==> src/rtl/stereo_preemphasis_agc_scaler_top_defines.svh <==
// Assertion macros for the stereo pre-emphasis / AGC scaler.
// Included by the top level; depends on nothing else.
`ifndef STEREO_PREEMPHASIS_AGC_SCALER_TOP_DEFINES_SVH
`define STEREO_PREEMPHASIS_AGC_SCALER_TOP_DEFINES_SVH

// Same-cycle implication, disabled while reset is asserted.
`define SPAS_ASSERT_NOW(label, clk, rstn, ante, cons, msg) \
    label: assert property (@(posedge clk) disable iff (!(rstn)) (ante) |-> (cons)) \
        else $error(msg);

// Next-cycle implication, disabled while reset is asserted.
`define SPAS_ASSERT_NEXT(label, clk, rstn, ante, cons, msg) \
    label: assert property (@(posedge clk) disable iff (!(rstn)) (ante) |=> (cons)) \
        else $error(msg);

`endif

==> src/rtl/spas_pkg.sv <==
// Shared constants, register indexes and types for the stereo scaler.
// No dependencies.
`default_nettype none

package spas_pkg;

    localparam int SAMPLE_BITS = 24;
    localparam int POWER_BITS  = 48;
    localparam int ROOT_BITS   = 31;
    localparam int QUOT_BITS   = 47;
    localparam int TOT_BITS    = 63;
    localparam int SQRT_STEPS  = 31;
    localparam int DIV_STEPS   = 47;
    localparam int CNT_BITS    = 6;
    localparam int ADDR_BITS   = 3;
    localparam int DATA_BITS   = 48;

    localparam logic [ADDR_BITS-1:0] REG_PREEMPH_ENABLE = 3'd0;
    localparam logic [ADDR_BITS-1:0] REG_PREEMPH_COEF   = 3'd1;
    localparam logic [ADDR_BITS-1:0] REG_RMS_NORM_EN    = 3'd2;
    localparam logic [ADDR_BITS-1:0] REG_AGC_DECAY      = 3'd3;
    localparam logic [ADDR_BITS-1:0] REG_AGC_INIT_POWER = 3'd4;
    localparam logic [ADDR_BITS-1:0] REG_LEVEL_ENABLE   = 3'd5;
    localparam logic [ADDR_BITS-1:0] REG_LEVEL_GAIN     = 3'd6;

    typedef struct packed {
        logic signed [SAMPLE_BITS-1:0] left_sample;
        logic signed [SAMPLE_BITS-1:0] right_sample;
    } in_word_t;

    typedef struct packed {
        logic signed [31:0] left_out;
        logic signed [31:0] right_out;
        logic               saturated;
    } out_word_t;

    typedef struct packed {
        logic        preemph_enable;
        logic [15:0] preemph_coef;
        logic [15:0] agc_decay;
        logic        level_enable;
        logic [31:0] level_gain;
    } cfg_t;

    typedef struct packed {
        logic load;
        logic square;
        logic smooth_a;
        logic smooth_b;
        logic sqrt_init;
        logic sqrt_step;
        logic div_init;
        logic div_step;
        logic bypass;
        logic lv_lo;
        logic lv_hi;
        logic lv_sum;
        logic pow_load;
    } lane_ctl_t;

    typedef struct packed {
        logic [31:0] value;
        logic        sat;
    } lane_res_t;

endpackage

`default_nettype wire

==> src/rtl/spas_merge.sv <==
// Merge stage: larger of the two lane roots plus one LSB, registered as the divisor.
// Depends on spas_pkg.
`default_nettype none

module spas_merge (
    input  wire logic                            aclk,
    input  wire logic                            capture,
    input  wire logic [spas_pkg::ROOT_BITS-1:0]  root_l,
    input  wire logic [spas_pkg::ROOT_BITS-1:0]  root_r,
    output logic [31:0]                          divisor
);

    logic [31:0] divisor_reg;
    logic [spas_pkg::ROOT_BITS-1:0] peak;

    assign peak = (root_l > root_r) ? root_l : root_r;

    always_ff @(posedge aclk) begin
        if (capture) begin
            divisor_reg <= {1'b0, peak} + 32'd1;
        end
    end

    assign divisor = divisor_reg;

endmodule

`default_nettype wire

==> config.mk <==
export PLATFORM = sky130hd
export DESIGN_NAME = spas_merge
export DESIGN_NICKNAME = d
export VERILOG_FILES = /design/src/rtl/stereo_preemphasis_agc_scaler_top_defines.svh /design/src/rtl/spas_pkg.sv /design/src/rtl/spas_merge.sv
export SDC_FILE = /design/constraint.sdc
export NUM_CORES = 1
export LEC_CHECK = 0
export BUFFER_PORTS_ARGS = -buffer_cell sky130_fd_sc_hd__buf_4
export CORE_MARGIN = 2
export CORE_UTILIZATION = 35
export DETAILED_ROUTE_END_ITERATION = 7
export HOLD_SLACK_MARGIN = 0.12
export SLEW_MARGIN = 25
export SYNTH_ARGS = -nofsm -noshare
export SYNTH_HDL_FRONTEND = slang
export SYNTH_SLANG_ARGS = --single-unit
export TNS_END_PERCENT = 5
==> constraint.sdc <==
create_clock -name aclk -period 5.83 [get_ports aclk]
set_input_delay 0.8745 -clock aclk [delete_from_list [all_inputs] [get_ports aclk]]
set_output_delay 0.8745 -clock aclk [all_outputs]
set_load 0.01 [all_outputs]
# Word-level counts from Yosys, hierarchy flattened
# Cells that the tools add are included.
# word_totals
reg_bits	32
inputBits	64
output_inout_bits	32
elab_cells	4
# classes
n_addsub	1
magnitude_cmp	1
n_mux	1
# ops
cell	count
adder 31 x 1 -> 32 bit, second input constant	1
> comparator 31 bit	1
2-to-1 mux 31 bit	1

# Logic depth before layout (Yosys ltp)
# depth
word_depth	3
ltp_mapped	17
ltp_nobuf	17

# Worst setup path after synthesis
# No wires, ideal clock.
# synth_timing
path_kind	input to register
start	input port root_r[30] in the netlist's numbering
end	register divisor_reg[28], in the netlist divisor[28] (data pin)
setup_time_ps	261
t_arrival_ps	3759
t_required_ps	5569
path_slack_ps	1810
cell_stages	17
path_buffers	1
cell_sequence	inv_1 ha_1 nand4_2 nor4_4 nand2_2 a21oi_2 o22ai_4 buf_2 o21ai_1 ha_1 and2_1 nand4_1 nor3_1 nand2_1 nor2_1 xnor2_1 mux2i_1
# synth_between
elab_chain_cells	3
# synth_rtl
element	line_no	text
start: declaration	spas_merge.sv:9	input wire logic [spas_pkg::ROOT_BITS-1:0] root_r,
> comparator 31 bit	spas_merge.sv:16	assign peak = (root_l > root_r) ? root_l : root_r;
2-to-1 mux 31 bit	spas_merge.sv:16	
adder 31 x 1 -> 32 bit	spas_merge.sv:20	divisor_reg <= {1'b0, peak} + 32'd1;
end signal: assignment	spas_merge.sv:20	
end: declaration	spas_merge.sv:13	logic [31:0] divisor_reg;
# No other way between the ends.
# A chain may end at the register's enable or synchronous reset.

# Final worst setup path
# layout_timing
start	input port root_r[30] in the netlist's numbering
end	register divisor_reg[30], in the netlist divisor[30] (data pin)
# layout_between
elab_chain_cells	3
# layout_rtl
element	line_no
> comparator 31 bit	spas_merge.sv:16
2-to-1 mux 31 bit *	spas_merge.sv:16
adder 31 x 1 -> 32 bit *	spas_merge.sv:20
# Mark *: on every way between the ends. The rest lies on a longest branch, timed or not.

==> out/qor.yml <==
dp.cells: 568
coreArea_um2: 9110
drive_above_1_share: 0.265
ios: 96
start_util: 0.354
power.total_uw: 764
synth_area_um2: 3220
routed_wl_um: 8560
synth-seq-cells: 32
worstPathMaxFanout: 5
grt_use_total: 0.170
crit_arrival_ps: 4380
die_area_um2: 10000
startpoint_type: "input pin"
drt-wirelength-per-cell_um: 14.9
slew_violations: 0
drt-initial-drc-count: 154
fmax_ghz: 0.236
dpl.hpwl_um: 7020
nets: 560
grt_pass1_wl_um: 13400
layout_common_cells: "buf_4 (97), xnor2_1 (40), inv_1 (33), nand2_1 (33)"
synth_top_family_by_area: "simple AND/OR/NAND/NOR gates"
seq_area_frac_synth: 0.298
numCtsBuffers: 5
largest_reg_flops: 32
die_h_um: 100
hold_path_depth: 3
powerDensity_nw_per_um2: 184
finalCritPeriodShare: 0.727
yosys_warnings: 0
avgSynthCellArea_um2: 8.81
grt_start_max_net_pins: 52
required_ps: 5970
ant_nets: 0
ctsResizeCount: 0
min_period_ps: 4240
fp.dieW_um: 100
max-vdd-ir-drop_v: 0.0000788
power_switching_uw: 232
hold_path_end: "divisor[31]"
synth_edf_count: 32
vias: 2868
cts-root-buf: "clkbuf_8"
antenna_found_initial: 0
synthXorXnorAreaFrac: 0.155
async_flop_share: 0
maxCapViolCount: 0
holdWs_ps: 962
post_cts_buffers: 0
power_frac_comb: 0.321
synth_top_area_share: 0.298
route.detailed.drc: 0
fin_tns_setup_ps: 0
grt_pass1_vias: 2645
status: "finished clean"
rsz0062_at_grt: "false"
clock_path_buffers: 2
syn_to_final_growth_pct: 28.9
p_clk_frac: 0.290
antennaDiodeCount: 0
holdBufCountCts: 0
critical_path_class: "in2reg"
power_leakage_uw: 0.00177
synth_nets: 462
switching_share: 0.304
io_buffers: 95
min_from: "root_r[29]"
setup_ws_ps: 1590
synth_ff_type: "edfxtp_1"
syn-instance-count: 366
pre_cts_ws_ps: 1320
tightest_slew_ps: 758
clkTransAtPathRegs_ps: 80
vias_per_cell: 4.98
intPower_uw: 532
setup_viol: 0
hold_viol: 0
hold_path_class: "in2reg"
p_seq_frac: 0.390
ys_top_cells_by_area: "edfxtp_1 (30%), ha_1 (12%), xnor2_1 (11%)"
muxShareOfSynthArea: 0.0318
layout_commonest_cell: "buf_4"
gr-total-overflow: 0
synth-compound-area-share: 0.0927
place_congestion: 0.828
synth_adder_area_share: 0.124
slew_headroom: 0.493
cts_num_sinks: 32
drtPass1Iterations: 4
finalNonFillerCells: 576
synthSimpleGateAreaFrac: 0.245
ctsHtreeMaxLevel: 2
yosys.cell_types.count: 44
yosysTopAreaCell: "edfxtp_1"
end_kind: "flip-flop"
tritoncts: "done"
rows: 35
-- logic make-up after synthesis --
| family | Yosys count |
|---|---|
| AND/OR/NAND/NOR | 146 |
| AO/OA/AOI/OAI | 50 |
| adder cells (fa/ha/maj) | 32 |
| buffers and inverters | 39 |
| multiplexers | 10 |
| flip-flops | 32 |
| XOR/XNOR | 57 |
-- through the flow --
stage                     instance area [µm²]  utilization
final                                    4160        0.456
after global routing                     4160        0.456
after CTS                                4160        0.456
after detailed placement                 4040        0.444
after global placement                   4040        0.444
after floorplan                          3220            -
-- power groups by stage --
stage	registers [µW]	logic [µW]	clock network [µW]
2_1_floorplan	317	112	0
3_3_place_gp	303	242	0
3_5_place_dp	303	246	0
4_1_cts	298	247	224
5_1_grt	300	271	234
6_report	298	245	221
-- how the worst max path moves through the flow --
stage,slack (ps),startpoint,cells past startpoint,endpoint
global route,1250,root_r[24],17,divisor[30]
detailed placement,1320,root_r[30],17,divisor[28]
finish,1590,root_r[30],17,divisor[30]
floorplan,1810,root_r[30],17,divisor[28]
global placement,1450,root_r[24],17,divisor[30]
CTS,1620,root_r[30],17,divisor[30]
-- Yosys cell counts (2+ instances only) --
cell type,n
o21ai_1,3
nand2_2,3
and2_1,3
buf_6,2
a211oi_1,2
and4_1,4
nor4_2,2
nor2_1,30
edfxtp_1,32
ha_1,32
buf_2,2
nor2b_1,3
mux2_2,2
a21oi_1,24
nand2_1,33
nor4_1,2
xor2_1,17
mux2i_1,8
o21ai_0,12
nand4_1,12
a221oi_1,2
buf_4,2
nor3_1,7
inv_1,33
nand3_1,28
xnor2_1,40
and3_1,8
or3_1,2
-- metal layers --
| layer | routed length (µm) | part of all wire | up-vias | track usage |
|---|---|---|---|---|
| met3 | 303 | 0.035 | 4 | 0.0153 |
| met2 | 4060 | 0.47 | 71 | 0.279 |
| met5 | 0 | 0 | - | 0 |
| met1 | 4150 | 0.48 | 1297 | 0.244 |
| li1 | - | - | 1496 | - |
| met4 | 49 | 0.0057 | 0 | 0.0379 |
-- critical path, cell delays in order --
cell and delay (ps):
buf_4 100, inv_1 50, ha_1 340, nand4_2 180, nor4_4 350, nand2_2 140, a21oi_2 210, o22ai_4 120
mux2_2 240, ha_1 230, and2_1 210, nand4_1 260, nor3_1 420, and4_1 270, xor2_1 150, nor2_1 60
a21oi_1 150
-- cell type report --
class                   count  area, µm²
fillers                   911       4950
repair buffers             97        728
flip-flops and latches     32        961
multi-input cells         295       2090
inverters                  33        124
clock inverters             3       42.5
well taps                 111        139
clock buffers               5       68.8
Power figures use the tool's default switching activity.
